[src/rtl/fir_pkg.sv]
// fir_pkg: shared constants and control/status structs of the direct-form fir filter
// no dependencies; used by the interfaces, fir_ctrl, fir_dp and fir_filter_direct_form
`default_nettype none

package fir_pkg;

	// request function codes
	localparam int FUNC_BITS = 2;
	localparam logic [FUNC_BITS-1:0] FUNC_FILTER = 2'd0;
	localparam logic [FUNC_BITS-1:0] FUNC_COEF   = 2'd1;
	localparam logic [FUNC_BITS-1:0] FUNC_CLEAR  = 2'd2;

	localparam int COEF_IDX_BITS = 6;

	// configuration register file
	localparam int TAP_COUNT_BITS = 7;
	localparam logic [TAP_COUNT_BITS-1:0] TAP_COUNT_RESET = 7'd64;
	localparam int APB_ADDR_BITS = 3;
	localparam int APB_DATA_BITS = 32;
	localparam logic REG_TAP_COUNT = 1'b0;

	typedef struct packed {
		logic start_filter;
		logic wr_coef;
		logic clear;
		logic issue;
		logic round;
		logic load_out;
	} fir_cmd_t;

	typedef struct packed {
		logic pipe_busy;
	} fir_sts_t;

endpackage

`default_nettype wire

[src/rtl/fir_if.sv]
// fir_in_if / fir_out_if: valid-ready channels of the fir filter
// depends on fir_pkg for the function code and coefficient index widths
`default_nettype none

interface fir_in_if #(
	parameter int SAMPLE_BITS = 16
) ();
	logic                                valid;
	logic                                ready;
	logic [fir_pkg::FUNC_BITS-1:0]       func;
	logic signed [SAMPLE_BITS-1:0]       sample_in;
	logic [fir_pkg::COEF_IDX_BITS-1:0]   coef_index;
	logic signed [SAMPLE_BITS-1:0]       coef_value;

	modport source (output valid, output func, output sample_in, output coef_index,
		output coef_value, input ready);
	modport sink (input valid, input func, input sample_in, input coef_index,
		input coef_value, output ready);
endinterface

interface fir_out_if #(
	parameter int SAMPLE_BITS = 16
) ();
	logic                          valid;
	logic                          ready;
	logic signed [SAMPLE_BITS-1:0] sample_out;
	logic                          saturated;

	modport source (output valid, output sample_out, output saturated, input ready);
	modport sink (input valid, input sample_out, input saturated, output ready);
endinterface

`default_nettype wire

[src/rtl/fir_filter_direct_form.sv]
// channel  dir  handshake      payload
// din      in   valid/ready    func, sample_in, coef_index, coef_value
// dout     out  valid/ready    sample_out, saturated
// apb      in   psel/penable   paddr, pwdata -> prdata (tap_count at offset 0)
//
// a filter request walks the tap count (capped at the store depth) between accept and the
// next accept, one tap per cycle through a single multiplier; other requests leave the
// input ready; an unread result holds the next filter result back
// history reads as zero after reset and after a clear through a count of written slots,
// so there is no clearing pass; coefficients must be written before use
//
// fir_filter_direct_form: top level, apb register, controller and datapath
// depends on fir_pkg, fir_if, fir_ctrl and fir_dp
`default_nettype none

module fir_filter_direct_form #(
	parameter int MAX_TAPS    = 64,
	parameter int SAMPLE_BITS = 16,
	parameter int ACC_BITS    = 40
) (
	input  wire logic                                  clk,
	input  wire logic                                  arst_n,
	fir_in_if.sink                                     din,
	fir_out_if.source                                  dout,
	input  wire logic                                  psel,
	input  wire logic                                  penable,
	input  wire logic                                  pwrite,
	input  wire logic [fir_pkg::APB_ADDR_BITS-1:0]     paddr,
	input  wire logic [fir_pkg::APB_DATA_BITS-1:0]     pwdata,
	output logic [fir_pkg::APB_DATA_BITS-1:0]          prdata,
	output logic                                       pready
);

	logic [fir_pkg::TAP_COUNT_BITS-1:0] tap_count_q;
	logic                               reg_wr;
	fir_pkg::fir_cmd_t                  cmd;
	fir_pkg::fir_sts_t                  sts;

	assign pready = 1'b1;
	assign reg_wr = psel && penable && pwrite && pready && (paddr[2] == fir_pkg::REG_TAP_COUNT);

	always_ff @(posedge clk or negedge arst_n) begin
		if (!arst_n) begin
			tap_count_q <= fir_pkg::TAP_COUNT_RESET;
		end else if (reg_wr) begin
			tap_count_q <= pwdata[fir_pkg::TAP_COUNT_BITS-1:0];
		end
	end

	assign prdata = (paddr[2] == fir_pkg::REG_TAP_COUNT) ?
		fir_pkg::APB_DATA_BITS'(tap_count_q) : '0;

	fir_ctrl #(
		.MAX_TAPS (MAX_TAPS)
	) u_ctrl (
		.clk       (clk),
		.arst_n    (arst_n),
		.in_valid  (din.valid),
		.in_func   (din.func),
		.in_ready  (din.ready),
		.out_ready (dout.ready),
		.out_valid (dout.valid),
		.tap_count (tap_count_q),
		.sts       (sts),
		.cmd       (cmd)
	);

	fir_dp #(
		.MAX_TAPS    (MAX_TAPS),
		.SAMPLE_BITS (SAMPLE_BITS),
		.ACC_BITS    (ACC_BITS)
	) u_dp (
		.clk        (clk),
		.arst_n     (arst_n),
		.cmd        (cmd),
		.sts        (sts),
		.sample_in  (din.sample_in),
		.coef_index (din.coef_index),
		.coef_value (din.coef_value),
		.sample_out (dout.sample_out),
		.saturated  (dout.saturated)
	);

`ifndef SYNTHESIS
	// a filter request keeps the input closed while the taps are walked
	a_filter_blocks: assert property (@(posedge clk) disable iff (!arst_n)
		(din.valid && din.ready && din.func == fir_pkg::FUNC_FILTER) |=> !din.ready)
		else $error("input open right after a filter request");

	// coefficient writes and clears never raise a result
	a_no_result: assert property (@(posedge clk) disable iff (!arst_n)
		(din.valid && din.ready && din.func != fir_pkg::FUNC_FILTER && !dout.valid)
		|=> !dout.valid)
		else $error("result raised by a non-filter request");

	// a clipped result sits at a rail
	a_sat_rail: assert property (@(posedge clk) disable iff (!arst_n)
		(dout.valid && dout.saturated) |->
		(dout.sample_out == {1'b0, {(SAMPLE_BITS-1){1'b1}}} ||
		 dout.sample_out == {1'b1, {(SAMPLE_BITS-1){1'b0}}}))
		else $error("saturated result not at full scale");
`endif

endmodule

`default_nettype wire

[src/rtl/fir_ctrl.sv]
// fir_ctrl: request sequencer, tap counter and output valid of the fir filter
// depends on fir_pkg (function codes, command and status structs)
`default_nettype none

module fir_ctrl #(
	parameter int MAX_TAPS = 64
) (
	input  wire logic                                  clk,
	input  wire logic                                  arst_n,
	input  wire logic                                  in_valid,
	input  wire logic [fir_pkg::FUNC_BITS-1:0]         in_func,
	output logic                                       in_ready,
	input  wire logic                                  out_ready,
	output logic                                       out_valid,
	input  wire logic [fir_pkg::TAP_COUNT_BITS-1:0]    tap_count,
	input  wire fir_pkg::fir_sts_t                     sts,
	output fir_pkg::fir_cmd_t                          cmd
);

	localparam int CW = $clog2(MAX_TAPS + 1);

	typedef enum logic [2:0] {
		ST_IDLE,
		ST_RUN,
		ST_DRAIN,
		ST_ROUND,
		ST_OUTPUT
	} state_t;

	state_t        state_q;
	logic [CW-1:0] rem_q;
	logic          out_valid_q;
	logic [CW-1:0] taps_eff;
	logic          accept;
	logic          out_free;

	// tap counts above the store depth use the whole store
	assign taps_eff = (32'(tap_count) > MAX_TAPS) ? CW'(MAX_TAPS) : CW'(tap_count);

	assign in_ready  = (state_q == ST_IDLE);
	assign accept    = in_valid && in_ready;
	assign out_valid = out_valid_q;
	assign out_free  = !out_valid_q || out_ready;

	always_comb begin
		cmd              = '0;
		cmd.start_filter = accept && (in_func == fir_pkg::FUNC_FILTER);
		cmd.wr_coef      = accept && (in_func == fir_pkg::FUNC_COEF);
		cmd.clear        = accept && (in_func == fir_pkg::FUNC_CLEAR);
		cmd.issue        = (state_q == ST_RUN) && (rem_q != '0);
		cmd.round        = (state_q == ST_ROUND);
		cmd.load_out     = (state_q == ST_OUTPUT) && out_free;
	end

	always_ff @(posedge clk or negedge arst_n) begin
		if (!arst_n) begin
			state_q     <= ST_IDLE;
			rem_q       <= '0;
			out_valid_q <= 1'b0;
		end else begin
			if (cmd.load_out) begin
				out_valid_q <= 1'b1;
			end else if (out_ready) begin
				out_valid_q <= 1'b0;
			end
			case (state_q)
				ST_IDLE: begin
					if (cmd.start_filter) begin
						rem_q   <= taps_eff;
						state_q <= ST_RUN;
					end
				end
				ST_RUN: begin
					if (rem_q != '0) begin
						rem_q <= rem_q - CW'(1);
					end else begin
						state_q <= ST_DRAIN;
					end
				end
				ST_DRAIN: begin
					// wait for the last product to land in the accumulator
					if (!sts.pipe_busy) begin
						state_q <= ST_ROUND;
					end
				end
				ST_ROUND: begin
					state_q <= ST_OUTPUT;
				end
				ST_OUTPUT: begin
					if (out_free) begin
						state_q <= ST_IDLE;
					end
				end
				default: begin
					state_q <= ST_IDLE;
				end
			endcase
		end
	end

endmodule

`default_nettype wire

[src/rtl/fir_dp.sv]
// fir_dp: history and coefficient memories, multiply-accumulate pipe, rounding,
// saturation and output register; depends on fir_pkg (command and status structs)
`default_nettype none

module fir_dp #(
	parameter int MAX_TAPS    = 64,
	parameter int SAMPLE_BITS = 16,
	parameter int ACC_BITS    = 40
) (
	input  wire logic                                clk,
	input  wire logic                                arst_n,
	input  wire fir_pkg::fir_cmd_t                   cmd,
	output fir_pkg::fir_sts_t                        sts,
	input  wire logic signed [SAMPLE_BITS-1:0]       sample_in,
	input  wire logic [fir_pkg::COEF_IDX_BITS-1:0]   coef_index,
	input  wire logic signed [SAMPLE_BITS-1:0]       coef_value,
	output logic signed [SAMPLE_BITS-1:0]            sample_out,
	output logic                                     saturated
);

	localparam int AW = (MAX_TAPS > 1) ? $clog2(MAX_TAPS) : 1;
	localparam int FW = $clog2(MAX_TAPS + 1);
	localparam int PW = 2 * SAMPLE_BITS;
	localparam int EW = (PW > ACC_BITS) ? PW : ACC_BITS;
	localparam int RW = ((ACC_BITS > SAMPLE_BITS) ? ACC_BITS : SAMPLE_BITS) + 1;
	localparam logic signed [RW-1:0] HALF = RW'(1) << (SAMPLE_BITS - 2);

	logic signed [SAMPLE_BITS-1:0] hist_mem [MAX_TAPS];
	logic signed [SAMPLE_BITS-1:0] coef_mem [MAX_TAPS];
	logic [FW-1:0]                 fill_q;

	logic [AW-1:0] wp_q;
	logic [AW-1:0] rp_q;
	logic [AW-1:0] k_q;

	logic signed [SAMPLE_BITS-1:0] hist_s1;
	logic signed [SAMPLE_BITS-1:0] coef_s1;
	logic                          hv_s1;
	logic                          v_s1;
	logic signed [PW-1:0]          prod_s2;
	logic                          v_s2;
	logic signed [ACC_BITS-1:0]    acc_q;
	logic signed [RW-1:0]          rnd_q;
	logic signed [SAMPLE_BITS-1:0] sample_out_q;
	logic                          saturated_q;

	logic                          coef_ok;
	logic signed [SAMPLE_BITS-1:0] hist_op;
	logic signed [EW-1:0]          prod_ext;
	logic signed [RW-1:0]          acc_ext;
	logic [RW-SAMPLE_BITS:0]       rnd_hi;
	logic                          in_range;

	assign coef_ok = (32'(coef_index) < MAX_TAPS);

	// memories: written only between filter passes, read one tap per cycle
	always_ff @(posedge clk) begin
		if (cmd.start_filter) begin
			hist_mem[wp_q] <= sample_in;
		end
		if (cmd.issue) begin
			hist_s1 <= hist_mem[rp_q];
		end
	end

	always_ff @(posedge clk) begin
		if (cmd.wr_coef && coef_ok) begin
			coef_mem[AW'(coef_index)] <= coef_value;
		end
		if (cmd.issue) begin
			coef_s1 <= coef_mem[k_q];
		end
	end

	// never-written history slots read as zero: slots fill in order from zero after a
	// clear, so a slot holds a sample exactly when it lies below the fill count
	always_ff @(posedge clk or negedge arst_n) begin
		if (!arst_n) begin
			fill_q <= '0;
			wp_q   <= '0;
			v_s1   <= 1'b0;
			v_s2   <= 1'b0;
		end else begin
			v_s1 <= cmd.issue;
			v_s2 <= v_s1;
			if (cmd.clear) begin
				fill_q <= '0;
				wp_q   <= '0;
			end else if (cmd.start_filter) begin
				if (fill_q != FW'(MAX_TAPS)) begin
					fill_q <= fill_q + FW'(1);
				end
				wp_q <= (wp_q == AW'(MAX_TAPS - 1)) ? '0 : wp_q + AW'(1);
			end
		end
	end

	assign hist_op  = hv_s1 ? hist_s1 : '0;
	assign prod_ext = EW'(prod_s2);
	assign acc_ext  = RW'(acc_q);
	assign rnd_hi   = rnd_q[RW-1:SAMPLE_BITS-1];
	assign in_range = (&rnd_hi) || !(|rnd_hi);

	always_ff @(posedge clk) begin
		if (cmd.start_filter) begin
			rp_q  <= wp_q;
			k_q   <= '0;
			acc_q <= '0;
		end else begin
			if (cmd.issue) begin
				rp_q <= (rp_q == '0) ? AW'(MAX_TAPS - 1) : rp_q - AW'(1);
				k_q  <= k_q + AW'(1);
				hv_s1 <= (FW'(rp_q) < fill_q);
			end
			// accumulator wraps at its own width
			if (v_s2) begin
				acc_q <= acc_q + prod_ext[ACC_BITS-1:0];
			end
		end
		if (v_s1) begin
			prod_s2 <= coef_s1 * hist_op;
		end
		// round half up
		if (cmd.round) begin
			rnd_q <= (acc_ext + HALF) >>> (SAMPLE_BITS - 1);
		end
		if (cmd.load_out) begin
			saturated_q <= !in_range;
			if (in_range) begin
				sample_out_q <= rnd_q[SAMPLE_BITS-1:0];
			end else begin
				sample_out_q <= {rnd_q[RW-1], {(SAMPLE_BITS-1){~rnd_q[RW-1]}}};
			end
		end
	end

	assign sts.pipe_busy = v_s1 || v_s2;
	assign sample_out    = sample_out_q;
	assign saturated     = saturated_q;

endmodule

`default_nettype wire
[src/flat_wrapper.sv]
// flat-port wrapper written by rule: the top's interface ports become plain ports
module fir_filter_direct_form_flat 
#(
	parameter int MAX_TAPS    = 64,
	parameter int SAMPLE_BITS = 16,
	parameter int ACC_BITS    = 40
)
  (clk, arst_n, psel, penable, pwrite, paddr, pwdata, prdata, pready, din_valid, din_func, din_sample_in, din_coef_index, din_coef_value, din_ready, dout_valid, dout_sample_out, dout_saturated, dout_ready);
  fir_in_if #(.SAMPLE_BITS(SAMPLE_BITS)) din_i ();
  fir_out_if #(.SAMPLE_BITS(SAMPLE_BITS)) dout_i ();
  input  wire logic clk;
  input  wire logic arst_n;
  input  wire logic psel;
  input  wire logic penable;
  input  wire logic pwrite;
  input  wire logic [fir_pkg::APB_ADDR_BITS-1:0] paddr;
  input  wire logic [fir_pkg::APB_DATA_BITS-1:0] pwdata;
  output logic [fir_pkg::APB_DATA_BITS-1:0] prdata;
  output logic pready;
  input wire logic [$bits(din_i.valid)-1:0] din_valid;
  input wire logic [$bits(din_i.func)-1:0] din_func;
  input wire logic [$bits(din_i.sample_in)-1:0] din_sample_in;
  input wire logic [$bits(din_i.coef_index)-1:0] din_coef_index;
  input wire logic [$bits(din_i.coef_value)-1:0] din_coef_value;
  output wire logic [$bits(din_i.ready)-1:0] din_ready;
  output wire logic [$bits(dout_i.valid)-1:0] dout_valid;
  output wire logic [$bits(dout_i.sample_out)-1:0] dout_sample_out;
  output wire logic [$bits(dout_i.saturated)-1:0] dout_saturated;
  input wire logic [$bits(dout_i.ready)-1:0] dout_ready;
  assign din_i.valid = din_valid;
  assign din_i.func = din_func;
  assign din_i.sample_in = din_sample_in;
  assign din_i.coef_index = din_coef_index;
  assign din_i.coef_value = din_coef_value;
  assign din_ready = din_i.ready;
  assign dout_valid = dout_i.valid;
  assign dout_sample_out = dout_i.sample_out;
  assign dout_saturated = dout_i.saturated;
  assign dout_i.ready = dout_ready;
  fir_filter_direct_form #(.MAX_TAPS(MAX_TAPS), .SAMPLE_BITS(SAMPLE_BITS), .ACC_BITS(ACC_BITS)) u_core (.clk(clk), .arst_n(arst_n), .din(din_i), .dout(dout_i), .psel(psel), .penable(penable), .pwrite(pwrite), .paddr(paddr), .pwdata(pwdata), .prdata(prdata), .pready(pready));
endmodule
[config.mk]
export PLATFORM = sky130hd
export DESIGN_NAME = fir_filter_direct_form_flat
export DESIGN_NICKNAME = d
export VERILOG_FILES = /design/src/rtl/fir_pkg.sv /design/src/rtl/fir_if.sv /design/src/rtl/fir_filter_direct_form.sv /design/src/rtl/fir_ctrl.sv /design/src/rtl/fir_dp.sv /design/src/flat_wrapper.sv
export SDC_FILE = /design/constraint.sdc
export NUM_CORES = 2
export LEC_CHECK = 0
export BUFFER_PORTS_ARGS = -buffer_cell sky130_fd_sc_hd__buf_2
export CELL_PAD_IN_SITES_DETAIL_PLACEMENT = 1
export CELL_PAD_IN_SITES_GLOBAL_PLACEMENT = 2
export CORE_ASPECT_RATIO = 0.75
export CORE_MARGIN = 5
export CORE_UTILIZATION = 53
export CTS_CLUSTER_DIAMETER = 60
export DETAILED_ROUTE_END_ITERATION = 12
export PLACE_DENSITY = 0.84
export SLEW_MARGIN = 40
export SYNTH_ARGS = -nofsm -noshare
export SYNTH_HDL_FRONTEND = slang
export SYNTH_HIERARCHICAL = 1
export SYNTH_SLANG_ARGS = --single-unit
[constraint.sdc]
create_clock -name clk -period 10.3 [get_ports clk]
set_input_delay 3.09 -clock clk [delete_from_list [all_inputs] [get_ports clk]]
set_output_delay 3.09 -clock clk [all_outputs]
set_load 0.02 [all_outputs]
### Word level (Yosys, flattened, before mapping)

Memory sizes are Yosys's and may differ from the RTL's. A register that Yosys moved wholly into a read port is not among the register bits.
Cells that the tools add are included.

* memories: 2
* output and inout bits: 52
* register bits after elaboration: 161
* word-level logic and storage cells: 101
* input port bits: 82
* bits in writable memories: 2048

Memory list
* u_core.u_dp.coef_mem: words 64, bits a word 16, rd ports 1, clocked after memory_dff 1, wr ports 1, line fir_dp.sv:29 `logic signed [SAMPLE_BITS-1:0] coef_mem [MAX_TAPS];`
* u_core.u_dp.hist_mem: words 64, bits a word 16, rd ports 1, clocked after memory_dff 1, wr ports 1, line fir_dp.sv:28 `logic signed [SAMPLE_BITS-1:0] hist_mem [MAX_TAPS];`

* equality and inequality tests: 13
* $add $sub $neg: 7
* bitwise gates (word level): 3
* multiplexer cells: 27
* multiply operators: 1
* reductions and logical operators: 30
* magnitude comparators: 2

Operators with widths (count)
* $mux 7: 7
* $add 40x16->41 const B: 1
* $add 40x40->40: 1
* $mux 6: 6
* $mul 16x16->32: 1
* $mux 16: 2
* $reduce_and 26->1: 1
* $reduce_or 26->1: 1
* $pmux 3 s5: 1
* $pmux 7 s2: 1
* $add 6x1->6 const B: 2
* $mux 3: 4
* $reduce_bool 2->1: 5
* $logic_and 1x1->1: 9
* $add 7x1->7 const B: 1
* $gt 7x7->1 const B: 1
* $lt 6x7->1: 1
* $ne 7x7->1 const B: 1
* $reduce_bool 7->1: 1
* $sub 7x1->7 const B: 1
* $eq 3x2->1 const B: 2
* $eq 6x6->1 const B: 1
* $logic_not 6->1: 1
* $mux 1: 6
* 15 further kinds: 25

### Logic depth before layout (Yosys ltp)

* word-level depth: 5
* gate-level depth with buffers: 25
* depth with buffers taken out: 23

### Modules after synthesis

The synthesis kept the hierarchy.

By module, submodules not included
* fir_dp: times used 1, cells an instance 5295, seq. area each 66218.5 sq um, area each 97165.7 sq um
* fir_ctrl: times used 1, cells an instance 81, seq. area each 275.3 sq um, area each 725.7 sq um
* fir_filter_direct_form: times used 1, cells an instance 50, seq. area each 176.4 sq um, area each 543.0 sq um

### Least setup slack after synthesis

OpenSTA, ideal clock, no wires.

* kind: reg-to-reg
* start point: reg u_core.u_dp.hv_s1
* end point: reg u_core.u_dp.prod_s2[30], data pin
* clock period less this slack: 6.514 ns
* cell stages (with the launch flop): 24
* buffers on the path: 2
* slack: 3.786 ns
* library setup time: 0.261 ns
* required time: 10.039 ns
* data arrival time: 6.253 ns
* cell sequence: edfxtp_1 clkbuf_1 and2_1 clkbuf_1 nand2_1 fa_1 inv_1 fa_1 fa_1 fa_1 fa_1 inv_1 fa_1 inv_1 ha_1 a21o_1 a21o_1 a21o_1 a21o_1 a2111oi_0 o21ai_1 a21oi_2 nor4b_1 a311o_1

* cells in the longest elaborated chain, start to end: 2

Ends and longest elaborated chain
* from (decl): line fir_dp.sv:38 `logic hv_s1;`
* from (signal assigned): line fir_dp.sv:113 `hv_s1 <= (FW'(rp_q) < fill_q);`
* $mux 16: line fir_dp.sv:98 `assign hist_op = hv_s1 ? hist_s1 : '0;`
* $mul 16x16->32: line fir_dp.sv:121 `prod_s2 <= coef_s1 * hist_op;`
* to (signal assigned): line fir_dp.sv:121
* to (decl): line fir_dp.sv:40 `logic signed [PW-1:0] prod_s2;`

Every way passes these cells.
A chain may end at the register's enable or synchronous reset.

### Final worst setup path

* start point: reg u_core.u_dp.hv_s1
* end point: reg u_core.u_dp.prod_s2[28], data pin

Same word-level chain as after synthesis.

==> results.cfg <==
[final_layout]
layoutNonFillerInstCount = 8306
fill_cells = 16100
layout_common_cells = 2,162 x edfxtp_1, 540 x mux4_2, 318 x inv_1
drive_above_1_share_pct = 20.6
finalNetCount = 6100
final_common_cell = edfxtp_1
syn_to_final_growth_pct = 11.1

[sta]
hold_slack_ps = 477
layout_setup_ws_ps = 2490
setup-violations-final = 0
max_freq_mhz = 128
max_slew_margin_pct = 40.9
hold_viol = 0
fin_crit_ps = 7810
rsz0062_at_grt = no
slew_violations = 0
fin_skew_ps = 118
finalCritPeriodShare_pct = 75.8
setup_tns_ps = 0
worst_pin_slew_ps = 884

[floorplanning]
die_w_um = 508
io_pins = 134
start_util_pct = 53.1
rows = 137
die_h_um = 383
fp.coreArea_um2 = 185000
die_area_um2 = 195000

[logic_synthesis]
synth-main-ff-cell = edfxtp_1
synth-edff-count = 2162
ys_seq_area_share_pct = 67.7
synth_seq_cells = 2241
yosysTopAreaCell = edfxtp_1
syn_area_um2 = 98400
synth_area_leaders = edfxtp_1 66%, mux4_2 12%, fa_1 5.3%, mux2i_1 1.9%, ha_1 1.7%
syn_avg_cell_area_um2 = 18.1
ys_warn_count = 6
synth_cell_types = 93
synth_top_area_share_pct = 66.0
syn_inst = 5426
ys_async_sr_fraction_pct = 1.47

[cts]
path_clk_slew_ps = 60
cts.repair.resized = 0
hold_buffers = 0
cts.sinks = 2241
cts_setup_buffers = 0
cts_buffer_depth = 3
cts_root_buf = clkbuf_16
cts_tree = yes
cts_max_level = 4
clock_latency_ps = 900
numCtsBuffers = 208

[grt]
grt_usage_pct = 25.8
grt_pass1_vias = 54600
grt_max_degree = 105
grt_pass1_wl_mm = 371
antenna_found_initial = 15
grt-ovfl-total = 0

[route]
vias = 51800
routed_via_density = 6.23
drt_wl_total_mm = 248
postRouteAntennaNets = 0
routedWlPerCell_um = 29.9
drc_errors = 0
first_iter_violations = 5877
firstDrtPassIters = 7

[worst_setup_path]
r2r-end = u_core/u_dp/prod_s2[28]
rr_worst_depth = 22
cp_common_cell = fa_1
path_cells = buf_4 > nand2_1 > or2_2 > fa_1 > fa_1 > inv_1 > fa_1 > fa_1 > fa_1 > inv_1 > fa_1 > inv_1 > ha_1 > a21o_1 > a21o_1 > a21o_1 > a21o_1 > a2111oi_0 > o21ai_1 > a21oi_2 > mux2i_1 > o2111ai_1
cpMaxStageDelayCell = buf_4
critPathCaptureType = flip-flop
worstSetupStartpointType = flip-flop
critPathArrivalTime_ps = 8350
critPathMaxStageDelay_ps = 610
critPathKind = flip-flop to flip-flop
timing.rr.start = u_core/u_dp/hv_s1
cp.required_ps = 10840
worstPathMaxFanout = 83
r2r_slack_ps = 2490

[worst_hold_path]
worst_hold_startpoint = u_core/u_dp/acc_q[12]
worstHoldPathCells = 2
hold_path.class = flip-flop to flip-flop
hold-path-endpoint = u_core/u_dp/acc_q[12]

[placed_design]
gp_congestion = 0.808
place_inst = 7910
io_buffer_count = 80
dp_worst_setup_slack_ps = 2590
dp_hpwl_mm = 150

[run_status]
status = finished, final reports clean

[flow_run]
cap_viol_max_count = 0
-- registers in the layout, summed over array words and instances, names as in the netlist, 3 cells and up --
| register | count |
|---|---|
| u_core/u_dp/sample_out | 16 |
| u_core/u_dp/rnd_q | 26 |
| u_core/u_dp/coef_s1 | 16 |
| u_core/u_dp/wp_q | 6 |
| u_core/u_dp/hist_s1 | 16 |
| u_core/u_dp/k_q | 6 |
| u_core/u_dp/rp_q | 6 |
| u_core/u_dp/hist_mem | 1024 |
| u_core/u_ctrl/state_q | 3 |
| u_core/u_dp/acc_q | 40 |
| u_core/u_dp/fill_q | 7 |
| u_core/u_dp/prod_s2 | 32 |
| u_core/u_ctrl/rem_q | 7 |
| u_core/tap_count_q | 7 |
| u_core/u_dp/coef_mem | 1024 |
-- Yosys cell counts, types with 11 or more instances --
master       n
nand2b_1    20
a21oi_1    126
o22ai_1     32
a21o_1      47
edfxtp_1  2162
dfxtp_1     46
buf_1       46
nand3_1     47
nor3_1      44
nor2b_1     19
mux4_2     540
and3_1     138
or3_1       12
clkbuf_1   154
mux2_2      12
inv_1      319
buf_2       56
dfrtp_1     32
nand3b_1    14
mux2i_1    184
buf_4       32
nand2_1    198
ha_1       134
o21ai_0     77
nor2_1     315
fa_1       263
or2_2       11
xnor2_1     62
o21a_1      14
xor2_1      27
o221ai_1    66
nand4_1     19
and2_1      13
-- stage by stage --
step,instance area (um^2),utilization (%)
after floorplan,98500,-
after global placement,102000,55.2
after detailed placement,102000,55.3
after CTS,109000,58.9
after global routing,109000,59.0
final,109000,59.0
-- how the worst max path moves through the flow --
stage / startpoint / end / cells past startpoint
final: u_core/u_dp/hv_s1 / u_core/u_dp/prod_s2[28] / 22
after global routing: u_core/u_dp/hv_s1 / u_core/u_dp/prod_s2[28] / 22
after CTS: u_core/u_dp/hv_s1 / u_core/u_dp/prod_s2[28] / 22
after detailed placement: u_core/u_dp/hv_s1 / u_core/u_dp/prod_s2[28] / 22
after global placement: u_core/u_dp/hv_s1 / u_core/u_dp/prod_s2[30] / 22
after floorplan: u_core/u_dp/hv_s1 / u_core/u_dp/prod_s2[30] / 23
-- critical path: cells and delay by family (launching register included) --
family / cells / cell delay, ps
compound gates: 8 / 1770
fa+ha+maj: 7 / 3150
buf+inv: 4 / 750
flops: 1 / 580
mux: 1 / 230
simple gates: 2 / 1090
-- cells by family (layout without fill, tap and decap cells) --
| group | count (synthesis) | after routing | synth area share, % |
|---|---|---|---|
| muxes | 738 | 738 | 14.4 |
| buffers and inverters | 612 | 961 | 2.55 |
| DFF | 2241 | 2241 | 67.7 |
| AOI/OAI and AO/OA | 460 | 460 | 3.15 |
| adders and majority gates | 397 | 397 | 7.05 |
| other | 2 | 31 | 0.00763 |
| and+or+nand+nor | 887 | 887 | 4.33 |
| xor gates and xnor gates | 89 | 89 | 0.792 |
-- routing by layer --
| layer | part of all wire, % | track usage, % |
|---|---|---|
| met1 | 42 | 38.9 |
| met2 | 46 | 39.5 |
| met3 | 9.4 | 5.53 |
| met4 | 2.0 | 5.57 |
| met5 | 0.018 | 0 |
-- final cells by class --
class	instances	area [um^2]	share of cell area, %
flip-flops and latches	2241	66700	61.0
multi-input cells	2597	29500	27.0
clock buffers	250	5420	4.95
well taps	2502	3130	2.86
repair buffers	252	1970	1.80
clock inverters	138	1410	1.29
inverters	321	1210	1.11
diodes	5	12.5	0.0114
Power is not shown: default switching activity piles up to over one toggle a cycle in this logic, so the estimate is an artifact.
